[src/rtl/cllq_pkg.sv]
// shared types, field widths and codes for the circular linked queue manager
`default_nettype none

package cllq_pkg;

    // default size of the node pool
    localparam int DEF_NODES = 32;

    // item field widths
    localparam int NODE_W = 5;
    localparam int HEAD_W = 5;
    localparam int SIZE_W = 6;

    // stream widths, padded to whole bytes
    localparam int IN_TDATA_W  = 8;
    localparam int IN_PAD_W    = IN_TDATA_W - NODE_W;
    localparam int OUT_TDATA_W = 16;
    localparam int OUT_PAD_W   = OUT_TDATA_W - (1 + HEAD_W + SIZE_W + 1);

    // operation codes
    localparam logic OP_APPEND = 1'b0;
    localparam logic OP_REMOVE = 1'b1;

    // result status codes
    localparam logic STATUS_DONE    = 1'b0;
    localparam logic STATUS_REFUSED = 1'b1;

    // controller to datapath commands
    typedef struct packed {
        logic clear;    // clear one membership entry
        logic accept;   // take the input item and launch the link reads
        logic look;     // decide and do the first round of writes
        logic link;     // second round of writes for an append behind a tail
        logic respond;  // load the result register
    } t_dp_cmd;

    // datapath to controller status
    typedef struct packed {
        logic clr_last;   // clearing pass is on its last entry
        logic need_link;  // current item needs the second write round
        logic out_free;   // result register can take a new item
    } t_dp_sts;

endpackage

`default_nettype wire

[src/rtl/cllq_ram.sv]
// generic single write port ram with registered read
`default_nettype none

module cllq_ram #(
    parameter int WIDTH = 8,
    parameter int DEPTH = 32
) (
    input  wire logic                     i_clk,
    input  wire logic                     i_wr_en,
    input  wire logic [$clog2(DEPTH)-1:0] i_wr_addr,
    input  wire logic [WIDTH-1:0]         i_wr_data,
    input  wire logic                     i_rd_en,
    input  wire logic [$clog2(DEPTH)-1:0] i_rd_addr,
    output logic      [WIDTH-1:0]         o_rd_data
);

    logic [WIDTH-1:0] r_mem [DEPTH];

    always_ff @(posedge i_clk) begin
        if (i_wr_en) begin
            r_mem[i_wr_addr] <= i_wr_data;
        end
        if (i_rd_en) begin
            o_rd_data <= r_mem[i_rd_addr];
        end
    end

endmodule

`default_nettype wire

[src/rtl/cllq_ctrl.sv]
// controller state machine for the circular linked queue manager
`default_nettype none

module cllq_ctrl import cllq_pkg::*; (
    input  wire logic    i_clk,
    input  wire logic    i_rst_n,
    input  wire logic    i_in_valid,
    output logic         o_in_ready,
    input  wire t_dp_sts i_sts,
    output t_dp_cmd      o_cmd
);

    typedef enum logic [2:0] {
        ST_CLEAR,
        ST_IDLE,
        ST_LOOK,
        ST_LINK,
        ST_RESP
    } t_state;

    t_state r_state;

    always_ff @(posedge i_clk) begin
        if (!i_rst_n) begin
            r_state <= ST_CLEAR;
        end else begin
            unique case (r_state)
                ST_CLEAR: begin
                    if (i_sts.clr_last) begin
                        r_state <= ST_IDLE;
                    end
                end
                ST_IDLE: begin
                    if (i_in_valid) begin
                        r_state <= ST_LOOK;
                    end
                end
                ST_LOOK: begin
                    r_state <= i_sts.need_link ? ST_LINK : ST_RESP;
                end
                ST_LINK: begin
                    r_state <= ST_RESP;
                end
                ST_RESP: begin
                    if (i_sts.out_free) begin
                        r_state <= ST_IDLE;
                    end
                end
                default: begin
                    r_state <= ST_CLEAR;
                end
            endcase
        end
    end

    assign o_in_ready = (r_state == ST_IDLE);

    always_comb begin
        o_cmd         = '0;
        o_cmd.clear   = (r_state == ST_CLEAR);
        o_cmd.accept  = (r_state == ST_IDLE) && i_in_valid;
        o_cmd.look    = (r_state == ST_LOOK);
        o_cmd.link    = (r_state == ST_LINK);
        o_cmd.respond = (r_state == ST_RESP) && i_sts.out_free;
    end

endmodule

`default_nettype wire

[src/rtl/cllq_dpath.sv]
// datapath: link and membership rams, head and count, result register
`default_nettype none

module cllq_dpath import cllq_pkg::*; #(
    parameter int NODES = DEF_NODES
) (
    input  wire logic                   i_clk,
    input  wire logic                   i_rst_n,
    input  wire t_dp_cmd                i_cmd,
    output t_dp_sts                     o_sts,
    input  wire logic                   i_op,
    input  wire logic [NODE_W-1:0]      i_node,
    output logic                        o_out_valid,
    input  wire logic                   i_out_ready,
    output logic      [OUT_TDATA_W-1:0] o_out_data
);

    localparam int IDX_W = $clog2(NODES);
    localparam int CNT_W = $clog2(NODES + 1);

    logic              r_op;
    logic [IDX_W-1:0]  r_node;
    logic              r_in_range;
    logic              r_status;
    logic [IDX_W-1:0]  r_head;
    logic [CNT_W-1:0]  r_count;
    logic [IDX_W-1:0]  r_clr_idx;
    logic              r_out_valid;
    logic [OUT_TDATA_W-1:0] r_out_data;

    logic [IDX_W-1:0]  n_head;
    logic [CNT_W-1:0]  n_count;

    logic [IDX_W-1:0]  in_idx;
    logic              in_range;

    logic              next_we;
    logic [IDX_W-1:0]  next_wa;
    logic [IDX_W-1:0]  next_wd;
    logic [IDX_W-1:0]  next_ra;
    logic [IDX_W-1:0]  next_rd;
    logic              prev_we;
    logic [IDX_W-1:0]  prev_wa;
    logic [IDX_W-1:0]  prev_wd;
    logic [IDX_W-1:0]  prev_ra;
    logic [IDX_W-1:0]  prev_rd;
    logic              mem_we;
    logic [IDX_W-1:0]  mem_wa;
    logic [0:0]        mem_wd;
    logic [0:0]        mem_rd;

    logic              is_empty;
    logic              refuse;
    logic [CNT_W-1:0]  cnt_dec;
    logic [HEAD_W-1:0] out_head;

    // input decode
    assign in_idx   = IDX_W'(i_node);
    assign in_range = (32'(i_node) < 32'(NODES));

    // append reads the head's predecessor (the tail), remove reads the node's own
    assign next_ra = in_idx;
    assign prev_ra = (i_op == OP_APPEND) ? r_head : in_idx;

    cllq_ram #(.WIDTH(IDX_W), .DEPTH(NODES)) u_next_ram (
        .i_clk     (i_clk),
        .i_wr_en   (next_we),
        .i_wr_addr (next_wa),
        .i_wr_data (next_wd),
        .i_rd_en   (i_cmd.accept),
        .i_rd_addr (next_ra),
        .o_rd_data (next_rd)
    );

    cllq_ram #(.WIDTH(IDX_W), .DEPTH(NODES)) u_prev_ram (
        .i_clk     (i_clk),
        .i_wr_en   (prev_we),
        .i_wr_addr (prev_wa),
        .i_wr_data (prev_wd),
        .i_rd_en   (i_cmd.accept),
        .i_rd_addr (prev_ra),
        .o_rd_data (prev_rd)
    );

    cllq_ram #(.WIDTH(1), .DEPTH(NODES)) u_member_ram (
        .i_clk     (i_clk),
        .i_wr_en   (mem_we),
        .i_wr_addr (mem_wa),
        .i_wr_data (mem_wd),
        .i_rd_en   (i_cmd.accept),
        .i_rd_addr (in_idx),
        .o_rd_data (mem_rd)
    );

    // decision on the registered reads
    assign is_empty = (r_count == '0);
    assign cnt_dec  = r_count - CNT_W'(1);

    always_comb begin
        if (!r_in_range) begin
            refuse = 1'b1;
        end else if (r_op == OP_APPEND) begin
            refuse = mem_rd[0];
        end else begin
            refuse = is_empty || !mem_rd[0];
        end
    end

    // write port selection
    always_comb begin
        next_we = 1'b0;
        next_wa = r_node;
        next_wd = r_node;
        prev_we = 1'b0;
        prev_wa = r_node;
        prev_wd = r_node;
        mem_we  = 1'b0;
        mem_wa  = r_node;
        mem_wd  = 1'b0;
        if (i_cmd.clear) begin
            mem_we = 1'b1;
            mem_wa = r_clr_idx;
            mem_wd = 1'b0;
        end else if (i_cmd.look && !refuse) begin
            mem_we  = 1'b1;
            mem_wd  = (r_op == OP_APPEND);
            next_we = 1'b1;
            prev_we = 1'b1;
            if (r_op == OP_APPEND) begin
                if (!is_empty) begin
                    // tail -> node, node <- tail
                    next_wa = prev_rd;
                    next_wd = r_node;
                    prev_wa = r_node;
                    prev_wd = prev_rd;
                end
            end else begin
                // bridge predecessor and successor
                next_wa = prev_rd;
                next_wd = next_rd;
                prev_wa = next_rd;
                prev_wd = prev_rd;
            end
        end else if (i_cmd.link) begin
            // node -> head, head <- node
            next_we = 1'b1;
            next_wa = r_node;
            next_wd = r_head;
            prev_we = 1'b1;
            prev_wa = r_head;
            prev_wd = r_node;
        end
    end

    // head and count
    always_comb begin
        n_head  = r_head;
        n_count = r_count;
        if (i_cmd.look && !refuse) begin
            if (r_op == OP_APPEND) begin
                n_count = r_count + CNT_W'(1);
                if (is_empty) begin
                    n_head = r_node;
                end
            end else if ((next_rd == r_node) || (cnt_dec == '0)) begin
                n_count = '0;
                n_head  = '0;
            end else begin
                n_count = cnt_dec;
                if (r_node == r_head) begin
                    n_head = next_rd;
                end
            end
        end
    end

    assign out_head = is_empty ? '0 : HEAD_W'(r_head);

    always_ff @(posedge i_clk) begin
        if (!i_rst_n) begin
            r_head      <= '0;
            r_count     <= '0;
            r_clr_idx   <= '0;
            r_out_valid <= 1'b0;
        end else begin
            r_head  <= n_head;
            r_count <= n_count;
            if (i_cmd.clear) begin
                r_clr_idx <= r_clr_idx + IDX_W'(1);
            end
            if (i_cmd.respond) begin
                r_out_valid <= 1'b1;
            end else if (i_out_ready) begin
                r_out_valid <= 1'b0;
            end
        end
    end

    always_ff @(posedge i_clk) begin
        if (i_cmd.accept) begin
            r_op       <= i_op;
            r_node     <= in_idx;
            r_in_range <= in_range;
        end
        if (i_cmd.look) begin
            r_status <= refuse ? STATUS_REFUSED : STATUS_DONE;
        end
        if (i_cmd.respond) begin
            r_out_data <= {OUT_PAD_W'(0), is_empty, SIZE_W'(r_count), out_head, r_status};
        end
    end

    assign o_sts.clr_last  = (r_clr_idx == IDX_W'(NODES - 1));
    assign o_sts.need_link = (r_op == OP_APPEND) && !is_empty && !refuse;
    assign o_sts.out_free  = !r_out_valid || i_out_ready;

    assign o_out_valid = r_out_valid;
    assign o_out_data  = r_out_data;

endmodule

`default_nettype wire

[src/rtl/circular_linked_queue_manager.sv]
// top level of the circular doubly linked queue manager
`default_nettype none

// Keeps a circular doubly linked queue over a pool of NODES node numbers and
// answers every item with exactly one result. An item with op append puts the
// node at the tail (just ahead of the head); it is refused if the node is
// already queued. An item with op remove unlinks any queued node, moving the
// head on to its successor when the head itself goes; removing from an empty
// queue or removing a node that is not queued is refused, as is any node
// number not below NODES. Each result carries status, the head after the item
// (zero while the queue is empty), the size and an empty flag. Next and
// previous links and the membership bits sit in three small rams with one
// write and one registered read port each, so an accepted item passes a look
// state and then a result state, with a link state between them for an append
// to a queue that already holds nodes, where the second pair of link writes
// has to wait for the single write port. With the result register free the
// input reopens on the next cycle. One item is in work at a time; the result
// register lets the next item in while the previous result waits. After reset
// the membership ram is swept clear, one entry a cycle, over all NODES entries,
// during which s_axis_tready stays low.
module circular_linked_queue_manager import cllq_pkg::*; #(
    parameter int NODES = DEF_NODES
) (
    input  wire logic                   i_clk,
    input  wire logic                   i_rst_n,
    // input items
    input  wire logic                   s_axis_tvalid,
    output logic                        s_axis_tready,
    input  wire logic [IN_TDATA_W-1:0]  s_axis_tdata,  // [4:0] node, [7:5] zero
    input  wire logic [0:0]             s_axis_tuser,  // [0] op
    // result items
    output logic                        m_axis_tvalid,
    input  wire logic                   m_axis_tready,
    output logic      [OUT_TDATA_W-1:0] m_axis_tdata   // [0] status, [5:1] head,
                                                       // [11:6] size, [12] empty_res,
                                                       // [15:13] zero
);

    t_dp_cmd dp_cmd;
    t_dp_sts dp_sts;

    // sequencing of clear pass, reads, write rounds and result
    cllq_ctrl u_ctrl (
        .i_clk      (i_clk),
        .i_rst_n    (i_rst_n),
        .i_in_valid (s_axis_tvalid),
        .o_in_ready (s_axis_tready),
        .i_sts      (dp_sts),
        .o_cmd      (dp_cmd)
    );

    // link tables, membership, head, count and result register
    cllq_dpath #(.NODES(NODES)) u_dpath (
        .i_clk       (i_clk),
        .i_rst_n     (i_rst_n),
        .i_cmd       (dp_cmd),
        .o_sts       (dp_sts),
        .i_op        (s_axis_tuser[0]),
        .i_node      (s_axis_tdata[NODE_W-1:0]),
        .o_out_valid (m_axis_tvalid),
        .i_out_ready (m_axis_tready),
        .o_out_data  (m_axis_tdata)
    );

    // an accepted item keeps the input closed while it is in work
    a_one_in_work: assert property (@(posedge i_clk) disable iff (!i_rst_n)
        s_axis_tvalid && s_axis_tready |=> !s_axis_tready)
        else $error("input taken while an item is in work");

    // empty flag agrees with the size
    a_empty_flag: assert property (@(posedge i_clk) disable iff (!i_rst_n)
        m_axis_tvalid |-> (m_axis_tdata[12] == (m_axis_tdata[11:6] == 6'd0)))
        else $error("empty flag disagrees with size");

    // an empty queue reports head zero
    a_empty_head: assert property (@(posedge i_clk) disable iff (!i_rst_n)
        m_axis_tvalid && m_axis_tdata[12] |-> (m_axis_tdata[5:1] == 5'd0))
        else $error("empty queue reports a head");

    // size never exceeds the pool
    a_size_bound: assert property (@(posedge i_clk) disable iff (!i_rst_n)
        m_axis_tvalid |-> (NODES > 63) || (32'(m_axis_tdata[11:6]) <= 32'(NODES)))
        else $error("size beyond node pool");

endmodule

`default_nettype wire

[config.mk]
export PLATFORM = sky130hd
export DESIGN_NAME = circular_linked_queue_manager
export DESIGN_NICKNAME = d
export VERILOG_FILES = /design/src/rtl/cllq_pkg.sv /design/src/rtl/cllq_ram.sv /design/src/rtl/cllq_ctrl.sv /design/src/rtl/cllq_dpath.sv /design/src/rtl/circular_linked_queue_manager.sv
export SDC_FILE = /design/constraint.sdc
export NUM_CORES = 1
export LEC_CHECK = 0
export ABC_AREA = 0
export BUFFER_PORTS_ARGS = -buffer_cell sky130_fd_sc_hd__buf_2
export CORE_UTILIZATION = 44
export DETAILED_ROUTE_END_ITERATION = 10
export GPL_TIMING_DRIVEN = 1
export PLACE_DENSITY = 0.69
export SLEW_MARGIN = 20
export SYNTH_ARGS = -nofsm -noshare
export SYNTH_HDL_FRONTEND = slang
export SYNTH_SLANG_ARGS = --single-unit
[constraint.sdc]
create_clock -name i_clk -period 3.2 [get_ports i_clk]
set_input_delay 0.16 -clock i_clk [delete_from_list [all_inputs] [get_ports i_clk]]
set_output_delay 0.16 -clock i_clk [all_outputs]
set_load 0.05 [all_outputs]
# Word-level counts from Yosys, hierarchy flattened
# Memory sizes are Yosys's and may differ from the RTL's. A register that Yosys moved wholly into a read port is not among the register bits.
# Index checks and enable logic that the tools add are counted.
# totals
register_bits,40
latchBits,0
mem_bits_rw,352
romBits,0
inputBits,13
output_inout_bits,18
wordCells,83
n_memories,3
# mem_list
memory,words,word_bits,rd,rd_ports_with_merged_regs,write_ports,line,rtl
u_dpath.u_next_ram.r_mem,32,5,1,1,1,cllq_ram.sv:17,logic [WIDTH-1:0] r_mem [DEPTH];
u_dpath.u_prev_ram.r_mem,32,5,1,1,1,cllq_ram.sv:17,
u_dpath.u_member_ram.r_mem,32,1,1,1,1,cllq_ram.sv:17,
# op_classes
n_addsub,3
n_mul,0
div,0
order_cmp,0
n_eq_ne,11
n_shift,0
n_mux,36
bitwise,1
n_reduce_logical,19
# ops
op,n
two-way mux 5 bit,14
two-way mux 1 bit,15
case mux 3 bit (5 select lines),1
zero test 6 bit,2
two-way mux 3 bit,4
two-way mux 6 bit,2
== test 5 bit,2
adder 6 x 1 -> 6 bit (second input constant),1
== test 3 x 2 -> 1 bit (second input constant),2
AND reduction 3 bit,2
subtractor 6 x 1 -> 6 bit (second input constant),1
adder 5 x 1 -> 5 bit (second input constant),1
== test 5 bit (second input constant),1
logical AND 1 bit,5
zero test 1 bit,4
inequality test 2 x 1 -> 1 bit (second input constant),2
nonzero test 2 bit,2
== test 3 x 1 -> 1 bit (second input constant),1
== test 3 bit (second input constant),1
zero test 3 bit,1
logical OR 1 bit,3
inequality test 3 bit (second input constant),1
inequality test 2 bit (second input constant),1
NOT 1 bit,1

# Longest topological paths before layout
# Gate-level depths: netlist (run 1).
# logic_depth
ltp_word,9
ltp_mapped,10
ltp_nobuf,9

# Modules after synthesis
# Synthesis (run 1) repeated with hierarchy kept, for this count alone.
# hier_totals
cells_unflattened,919
area_unflattened_um2,16828.6
# modules_own_cells
mod,n_inst,cells_each,area_each_um2,seq_area_each_um2
cllq_ram (u_dpath.u_next_ram ...),2,277,6394.9,4954.8
cllq_dpath,1,219,2293.4,940.9
cllq_ram (u_dpath.u_member_ram),1,120,1527.7,991.0
cllq_ctrl,1,26,217.7,60.1

# Worst setup path after synthesis (run 1)
# OpenSTA, ideal clock, no wires.
# synth_path
path_kind,register to register
from,register u_dpath.r_count[0]
to,memory u_dpath.u_next_ram.r_mem[0][3] (netlist name) (data pin)
setup_time_ns,0.454
arrival_time_ns,2.889
setup_slack_ns,-0.143
stages_incl_launch_ff,8
n_path_buf,1
synth_period_minus_slack_ns,3.343
path_cell_list,dfxtp_1 inv_1 ha_1 and2b_1 a21oi_1 o31a_1 buf_1 o21ai_0
# synth_between
elab_chain_cells,7
# synth_lines
element,line,rtl
"start, declared",cllq_dpath.sv:26,logic [CNT_W-1:0] r_count;
"start signal, assigned",cllq_dpath.sv:187,r_count <= n_count;
zero test 6 bit,cllq_dpath.sv:96,assign is_empty = (r_count == '0);
logical OR 1 bit,cllq_dpath.sv:105,refuse = is_empty || !mem_rd[0];
two-way mux 1 bit,cllq_dpath.sv:102,end else if (r_op == OP_APPEND) begin
zero test 1 bit,cllq_dpath.sv:124,end else if (i_cmd.look && !refuse) begin
logical AND 1 bit,cllq_dpath.sv:124,
two-way mux 5 bit,cllq_dpath.sv:124,
two-way mux 5 bit,cllq_dpath.sv:120,if (i_cmd.clear) begin
net u_dpath.next_wd[3],cllq_dpath.sv:39,logic [IDX_W-1:0] next_wd;
"end, declared",cllq_ram.sv:17,
# The timed path passes the listed nets, and every way through them passes these cells.

# Worst setup path after layout (run 1)
# layout_path
from,register u_ctrl.r_state[2]
to,"memory u_dpath.u_prev_ram.r_mem[12][2] (netlist name), enable pin"
# layout_between
elab_chain_cells,6
# layout_lines
element,line,rtl
"start, declared",cllq_ctrl.sv:21,t_state r_state;
"start signal, assigned",cllq_ctrl.sv:39,r_state <= i_sts.need_link ? ST_LINK : ST_RESP;
"== test 3 x 2 -> 1 bit, on equally long branches","cllq_ctrl.sv:63, cllq_ctrl.sv:62",
two-way mux 1 bit or logical AND 1 bit (tied branches),"cllq_dpath.sv:144, cllq_dpath.sv:124",
two-way mux 1 bit,cllq_dpath.sv:124,
two-way mux 1 bit,cllq_dpath.sv:120,
two-way mux 1 bit,cllq_ram.sv:20,if (i_wr_en) begin
two-way mux 1 bit (implied by the code),cllq_ram.sv:21,r_mem[i_wr_addr] <= i_wr_data;
"end, declared",cllq_ram.sv:17,
# Parallel ways exist; a longest one is shown, timed or not.

==> results of run 1 <==
[metal layers]
layer / track usage / vias to the layer above
li1: - / 4410
met1: 0.269 / 5020
met2: 0.303 / 372
met3: 0.0252 / 51
met4: 0.0578 / 0
met5: 0 / -
[area by class of cell]
class | instances | area, µm² | area share
sequential | 403 | 11900 | 0.606
multi-input combinational | 613 | 5150 | 0.262
clock buffer | 43 | 970 | 0.0493
tap | 518 | 648 | 0.0330
timing repair buffer | 82 | 613 | 0.0312
clock inverter | 26 | 289 | 0.0147
inverter | 22 | 82.6 | 0.00420
[cell usage after synthesis (7+ instances only)]
cell type,number
o211ai_1,7
edfxtp_1,383
clkbuf_1,34
nand2b_1,29
buf_4,8
nor3_1,17
buf_2,12
nand3_1,14
xnor2_1,9
inv_1,22
nand2_1,71
nor2b_1,12
o21ai_0,25
nor2_1,127
a22oi_1,26
mux2_2,10
dfxtp_1,20
and2_1,11
a21oi_1,32
nand3b_1,7
mux2i_1,12
and3_1,9
mux4_2,90
[flip-flops by register name (all words and copies together) (netlist names)]
name,cells
u_dpath.o_out_valid,1
u_dpath.r_clr_idx,5
u_dpath.r_op,1
u_dpath.u_prev_ram.o_rd_data,5
u_dpath.r_status,1
u_dpath.r_count,6
u_dpath.u_prev_ram.r_mem,160
u_dpath.r_node,5
u_dpath.o_out_data,13
u_dpath.u_next_ram.r_mem,160
u_ctrl.r_state,3
u_dpath.u_next_ram.o_rd_data,5
u_dpath.r_head,5
u_dpath.u_member_ram.o_rd_data,1
u_dpath.u_member_ram.r_mem,32
[per-stage QoR]
step	cell area, µm²	utilization	hold WS [ps]
floorplan	17400	-	259
global placement	18300	0.473	410
detailed placement	18300	0.473	428
CTS	19600	0.506	18.2
global route	19700	0.507	28.5
finish	19700	0.507	36.5
[power by group]
part / internal, mW / switching, mW / leakage [nW]
combinational: 0.184 / 0.217 / 2.14
clock: 2.62 / 1.94 / 0.604
sequential: 5.70 / 0.00639 / 3.55
[cell families after synthesis]
family	synth area share
flip-flops	0.686
AND/OR/NAND/NOR	0.0879
AO/OA/AOI/OAI	0.0625
multiplexers	0.130
buffers and inverters	0.0226
XOR/XNOR	0.00757
adder cells (fa/ha/maj)	0.00360
other	0.000216
[final timing paths]
kind | to | startpoint | cells after the start
worst max-delay path | u_dpath.u_prev_ram.r_mem[12][2]$_DFFE_PP_ | u_ctrl.r_state[2]$_SDFFE_PN0P_ | 6
worst min-delay path | u_dpath.r_node[4]$_DFFE_PP_ | s_axis_tdata[4] | 1
worst min register to register | u_dpath.o_out_data[0]$_DFFE_PP_ | u_dpath.r_status$_DFFE_PN_ | 0
worst max register to register | u_dpath.u_prev_ram.r_mem[12][2]$_DFFE_PP_ | u_ctrl.r_state[2]$_SDFFE_PN0P_ | 6
[worst max-delay path: stages, from the launching register on]
cell	delay, ps
dfxtp_1	310
or3b_1	500
buf_4	210
o311ai_1	330
o221ai_1	360
or3_1	570
nor2_1	410
[cells in the final DEF (no fill, tap or decap), types with 6 or more instances in the layout]
master | netlist | final
nor2b_1 | 12 | 11
buf_4 | 8 | 53
o31ai_1 | 6 | 6
inv_1 | 22 | 22
dfxtp_1 | 20 | 20
nor3_1 | 17 | 17
nor2_2 | 1 | 9
a22o_1 | 6 | 6
a22oi_1 | 26 | 26
and2_1 | 11 | 11
nand2b_1 | 29 | 29
nand3_1 | 14 | 14
buf_2 | 12 | 23
clkinv_2 | 0 | 7
xnor2_1 | 9 | 9
edfxtp_1 | 383 | 383
o211ai_1 | 7 | 7
mux2_2 | 10 | 10
xor2_1 | 6 | 6
mux4_2 | 90 | 90
nor2_1 | 127 | 119
mux2i_1 | 12 | 10
a21oi_1 | 32 | 32
clkbuf_16 | 0 | 38
o21ai_2 | 4 | 6
and3_1 | 9 | 9
o221ai_1 | 6 | 6
o21ai_0 | 25 | 21
nand3b_1 | 7 | 7
a31oi_1 | 6 | 6
nand2_1 | 71 | 71
[what timing repair did]
item | 4_1_cts | 5_1_grt
gates resized for setup | 1 | 7
buffers inserted | 0 | 4
pin swaps | 0 | 1
endpoints found under the hold margin | 8 | 0
endpoints found under the setup margin | 6 | 190
hold buffers | 2 | 0
==> impl_results.md, run 1 <==
- Wl on met1: 16200 µm
- Routed Antenna Nets: 0
- Ys flop type: edfxtp_1
- Synth Instances: 1099
- Vertical die dimension: 201 µm
- Non-filler cells, final: 1707
- Fillcell total: 3147
- Post-synth design cell area: 17400 µm²
- Synth Area per Inst: 15.8 µm²
- Half-perimeter wire length after placement: 24200 µm
- Total number of H-tree levels: 2
- CP max FO: 6
- Number of synthesized register bits: 403
- First DRT Iteration DRCs: 1042
- Status: finished clean
- Number of primary I/O pins: 31
- Instance count after placement with tap cells included: 1632
- Number of unique standard cell types used by synthesis: 73
- Clock tree skew after final layout: 24.8 ps
- Overall power consumption: 10.7 mW
- Remaining global-route overflow: 0
- Overall die area: 40300 µm²
- Final slew viol count: 0
- CP Data Arrival Time: 3220 ps
- Maximum number of pins on one net before global-route repair: 50
- RD Place Congestion: 0.896
- Total Wirelength: 37500 µm
- Achievable clock frequency: 0.328 GHz
- Net total in the final layout: 1178
- Leading cell types by total area after synthesis: edfxtp_1, mux4_2, nor2_1
- Unrepaired setup endpoints after global routing: no
- Area delta synth->final: 13.2%
- Via density per instance: 5.77
- Minimum setup slack in the final design: 149 ps
- Cell type with the highest aggregate area in the netlist: edfxtp_1
- Internal reg-to-reg setup slack: 150 ps
- Power per cell area: 542 nW/µm²
- Residual DRC: 0
- Leak Pwr: 6.29 nW
- Tightest Hold Check Type: input port to flop
- Clock transition at the register clock pins on the worst setup and hold paths after CTS: 60 ps
- Minimum clock period: 3050 ps
- Worst setup path class: flop to flop
- Max clock buf depth: 3
- Setup TNS: 0 ps
- Share of final-layout standard cells stronger than drive strength 1: 0.228
- Maximum Capacitance Violations: 0
- Number of cell rows: 72
- Number of sinks on the clock net: 403
- Async set-reset flop share out of synthesis: 0
- Average routed wire per standard cell: 21.9 µm
- Amount of wire on met2 after detailed routing: 18300 µm
- Number of global-route vias before repair: 9711
- Hold violation total from the final report: 0
- Register area share after synthesis: 0.686
- Total via count after detailed routing: 9853
- Part of the cycle the worst path needs: 0.953
- TritonRoute pass-1 iters: 5
- Peak supply drop: 0.380 mV
- CORE AREA: 38700 µm²
- Final setup fails: 0
- Number of buffers inserted during clock tree synthesis: 38
- Tightest Pin Transition: 992 ps
- Inserted Diodes: 0
- Number of antenna violations at the first check in global routing: 1
- Share of the synthesized area in the top cell type: 0.662
- Kind of start point of the critical path: flop
- Total of buffers placed on input and output ports: 24
- Required time worst endpoint: 3370 ps
- Synth warn: 0
- Wire length of the first global-routing pass: 58200 µm
- Clock latency on the worst-skew pair: 540 ps
- Clock tree from TritonCTS: built
- DR WL met3: 2230 µm
- Max-slew headroom at the worst pin: 0.339
- Worst Setup End Kind: flop
- Number of enable-type register cells in the synthesized netlist: 383
- Initial standard-cell utilization of the core: 0.448
- Post-Place Setup Slack: -8.69 ps
- Clk Tree Root Cell: clkbuf_16
- Highest routed metal layer: met4
- Horizontal extent of the die: 201 µm
- Overall routing resource usage: 0.189
Note: power is estimated with default switching activity, not from simulation.
==> run 2, diff against run 1 <==
Settings changed: RECOVER_POWER set to 100.
==> impl_results.md, run 2 (synthesis results as in run 1) <==
- Status: finished, violations left (was finished clean)
- Failing checks: capacitance limit, slew limit
- Maximum number of pins on one net before global-route repair: 50 (unchanged)
- Initial standard-cell utilization of the core: 0.448 (unchanged)
- Power per cell area: 547 nW/µm² (was 542 nW/µm²)
- Leading cell type in the layout, fill and taps excluded: edfxtp_1 (unchanged)
- Instance count after placement with tap cells included: 1632 (unchanged)
- RD Place Congestion: 0.896 (unchanged)
- Fraction of power spent switching nets: 0.203 (about the same)
- Worst setup path class: flop to flop (unchanged)
- M2 GR Usage: 0.303 (unchanged)
- Peak supply drop: 0.380 mV (about the same)
- Largest registers: u_dpath.u_next_ram.r_mem x160, u_dpath.u_prev_ram.r_mem x160, u_dpath.u_member_ram.r_mem x32 (unchanged)
- Area delta synth->final: 12.3% (was 13.2%)
- List of cells traversed by the critical path: or3b_1 -> clkbuf_1 -> o311ai_1 -> o221ai_1 -> or3_1 -> nor2_1 (was or3b_1 -> buf_4 -> o311ai_1 -> o221ai_1 -> or3_1 -> nor2_1)
- Average routed wire per standard cell: 22.0 µm (was 21.9 µm)
- Unrepaired setup endpoints after global routing: no (unchanged)
- Overall die area: 40300 µm² (unchanged)
- CORE AREA: 38700 µm² (unchanged)
- GR met1 Demand/Resource: 0.269 (unchanged)
- Layer with the highest usage: met2 (unchanged)
- Horizontal extent of the die: 201 µm (unchanged)
- Vertical die dimension: 201 µm (unchanged)
- Delay of the slowest cell on the worst path: 570 ps (about the same)
- Residual DRC: 0 (unchanged)
- Number of buffers inserted during clock tree synthesis: 38 (unchanged)
- Number of primary I/O pins: 31 (unchanged)
- Final setup fails: 0 (unchanged)
- Minimum clock period: 3040 ps (was 3050 ps)
- Wire length of the first global-routing pass: 58200 µm (unchanged)
- Routed Antenna Nets: 0 (unchanged)
- Overall routing resource usage: 0.189 (unchanged)
- Net switching component of the power: 2.17 mW (was 2.16 mW)
- Maximum Capacitance Violations: 1 (was 0)
- Total Wirelength: 37500 µm (about the same)
- Internal reg-to-reg setup slack: 160 ps (was 150 ps)
- TritonRoute pass-1 iters: 5 (unchanged)
- Hold violation total from the final report: 0 (unchanged)
- First DRT Iteration DRCs: 1038 (was 1042)
- Net total in the final layout: 1178 (unchanged)
- Critical Path Start: u_ctrl.r_state[2]$_SDFFE_PN0P_ (unchanged)
- Clock power share: 0.428 (was 0.427)
- Clock tree skew after final layout: 25.5 ps (was 24.8 ps)
- Share of final-layout standard cells stronger than drive strength 1: 0.190 (was 0.228)
- Most frequent cells in the layout: edfxtp_1, nor2_1, mux4_2, nand2_1, clkbuf_1 (was edfxtp_1, nor2_1, mux4_2, nand2_1, buf_4)
- Kind of start point of the critical path: flop (unchanged)
- Clk Tree Root Cell: clkbuf_16 (unchanged)
- Clock latency on the worst-skew pair: 550 ps (was 540 ps)
- Clock tree from TritonCTS: built (unchanged)
- Required time worst endpoint: 3370 ps (about the same)
- Remaining global-route overflow: 0 (unchanged)
- Minimum setup slack in the final design: 163 ps (was 149 ps)
- Part of the cycle the worst path needs: 0.949 (was 0.953)
- Max-slew headroom at the worst pin: -0.0474 (was 0.339)
- Final slew viol count: 17 (was 0)
- Inserted Diodes: 0 (unchanged)
- Worst Setup End Kind: flop (unchanged)
- Via density per instance: 5.77 (about the same)
- Number of global-route vias before repair: 9711 (unchanged)
- Total via count after detailed routing: 9847 (was 9853)
- Number of sinks on the clock net: 403 (unchanged)
- Tightest Pin Transition: 1570 ps (was 992 ps)
- Clock transition at the register clock pins on the worst setup and hold paths after CTS: 60 ps (about the same)
- Max clock buf depth: 3 (unchanged)
- Share of power burned in combinational logic: 0.037 (was 0.038)
- Launching point of the worst reg2reg path: u_ctrl.r_state[2]$_SDFFE_PN0P_ (unchanged)
- Non-filler cells, final: 1707 (unchanged)
- Multi-input logic area: 5110 µm² (was 5150 µm²)
- Half-perimeter wire length after placement: 24200 µm (unchanged)
- Seq pwr share: 0.535 (about the same)
- Leak Pwr: 6.14 nW (was 6.29 nW)
- Number of antenna violations at the first check in global routing: 1 (unchanged)
- Total number of H-tree levels: 2 (unchanged)
- Number of cell rows: 72 (unchanged)
- CP max FO: 6 (unchanged)
- Achievable clock frequency: 0.329 GHz (was 0.328 GHz)
- Met3 global-route usage: 0.0252 (unchanged)
- Tightest Hold Check Type: input port to flop (unchanged)
- Standard cell with the maximum stage delay on the critical path: or3_1 (unchanged)
- Post-Place Setup Slack: -8.69 ps (unchanged)
- Int Pwr: 8.49 mW (was 8.50 mW)
- Sequential cell area in the final layout: 11900 µm² (unchanged)
- Total of buffers placed on input and output ports: 24 (unchanged)
- Fillcell total: 3195 (was 3147)
- Worst Min Path Start: s_axis_tvalid (was s_axis_tdata[4])
- Overall power consumption: 10.7 mW (about the same)
- CP Data Arrival Time: 3210 ps (was 3220 ps)
run 2: final cells by class:
type	count	area share
flip-flops and latches	403	0.611
multi-input cells	613	0.262
clock buffers	43	0.0497
well taps	518	0.0332
repair buffers	82	0.0252
clock inverters	26	0.0148
inverters	22	0.00424
run 2: worst paths after layout:
kind                                                                   to  depth (start not counted)
worst min register to register            u_dpath.o_out_data[0]$_DFFE_PP_                          0
worst min-delay path                       u_ctrl.r_state[0]$_SDFFE_PN0P_                          6
worst max-delay path            u_dpath.u_prev_ram.r_mem[12][2]$_DFFE_PP_                          6
worst max register to register  u_dpath.u_prev_ram.r_mem[12][2]$_DFFE_PP_                          6
run 2: what timing repair did:
item                       in CTS  in global routing
setup endpoints to repair       6                190
buffers inserted                0                  4
hold buffers                    2                  0
hold endpoints to repair        8                  0
pin swaps                       0                  1
gates resized for setup         1                  7
run 2: stage by stage:
stage | area [µm²] | utilization | hold slack (ps) | setup TNS, ps
finish | 19500 | 0.503 | 208 | 0
global route | 19500 | 0.503 | 214 | 0
CTS | 19600 | 0.506 | 18.2 | 0
detailed placement | 18300 | 0.473 | 428 | -42.7
global placement | 18300 | 0.473 | 410 | 0
floorplan | 17400 | - | 259 | 0
run 2: power by group through the flow:
| stage | sequential, mW | clock [mW] | combinational (mW) |
|---|---|---|---|
| 4_1_cts | 5.70 | 4.61 | 0.404 |
| 2_1_floorplan | 5.81 | 0 | 0.289 |
| 3_3_place_gp | 5.82 | 0 | 0.395 |
| 3_5_place_dp | 5.82 | 0 | 0.400 |
| 6_report | 5.70 | 4.56 | 0.398 |
| 5_1_grt | 5.70 | 4.80 | 0.424 |
run 2: critical path: cells and delay by family (launching register included):
| kind | cells | cell delay (ps) |
|---|---|---|
| compound gates | 2 | 700 |
| buf+inv | 1 | 200 |
| simple gates | 3 | 1470 |
| flops | 1 | 310 |
run 2: metal layers:
layer	part of all wire	vias to the layer above
met5	0	-
met3	0.061	50
li1	-	4410
met4	0.022	0
met2	0.48	374
met1	0.43	5013
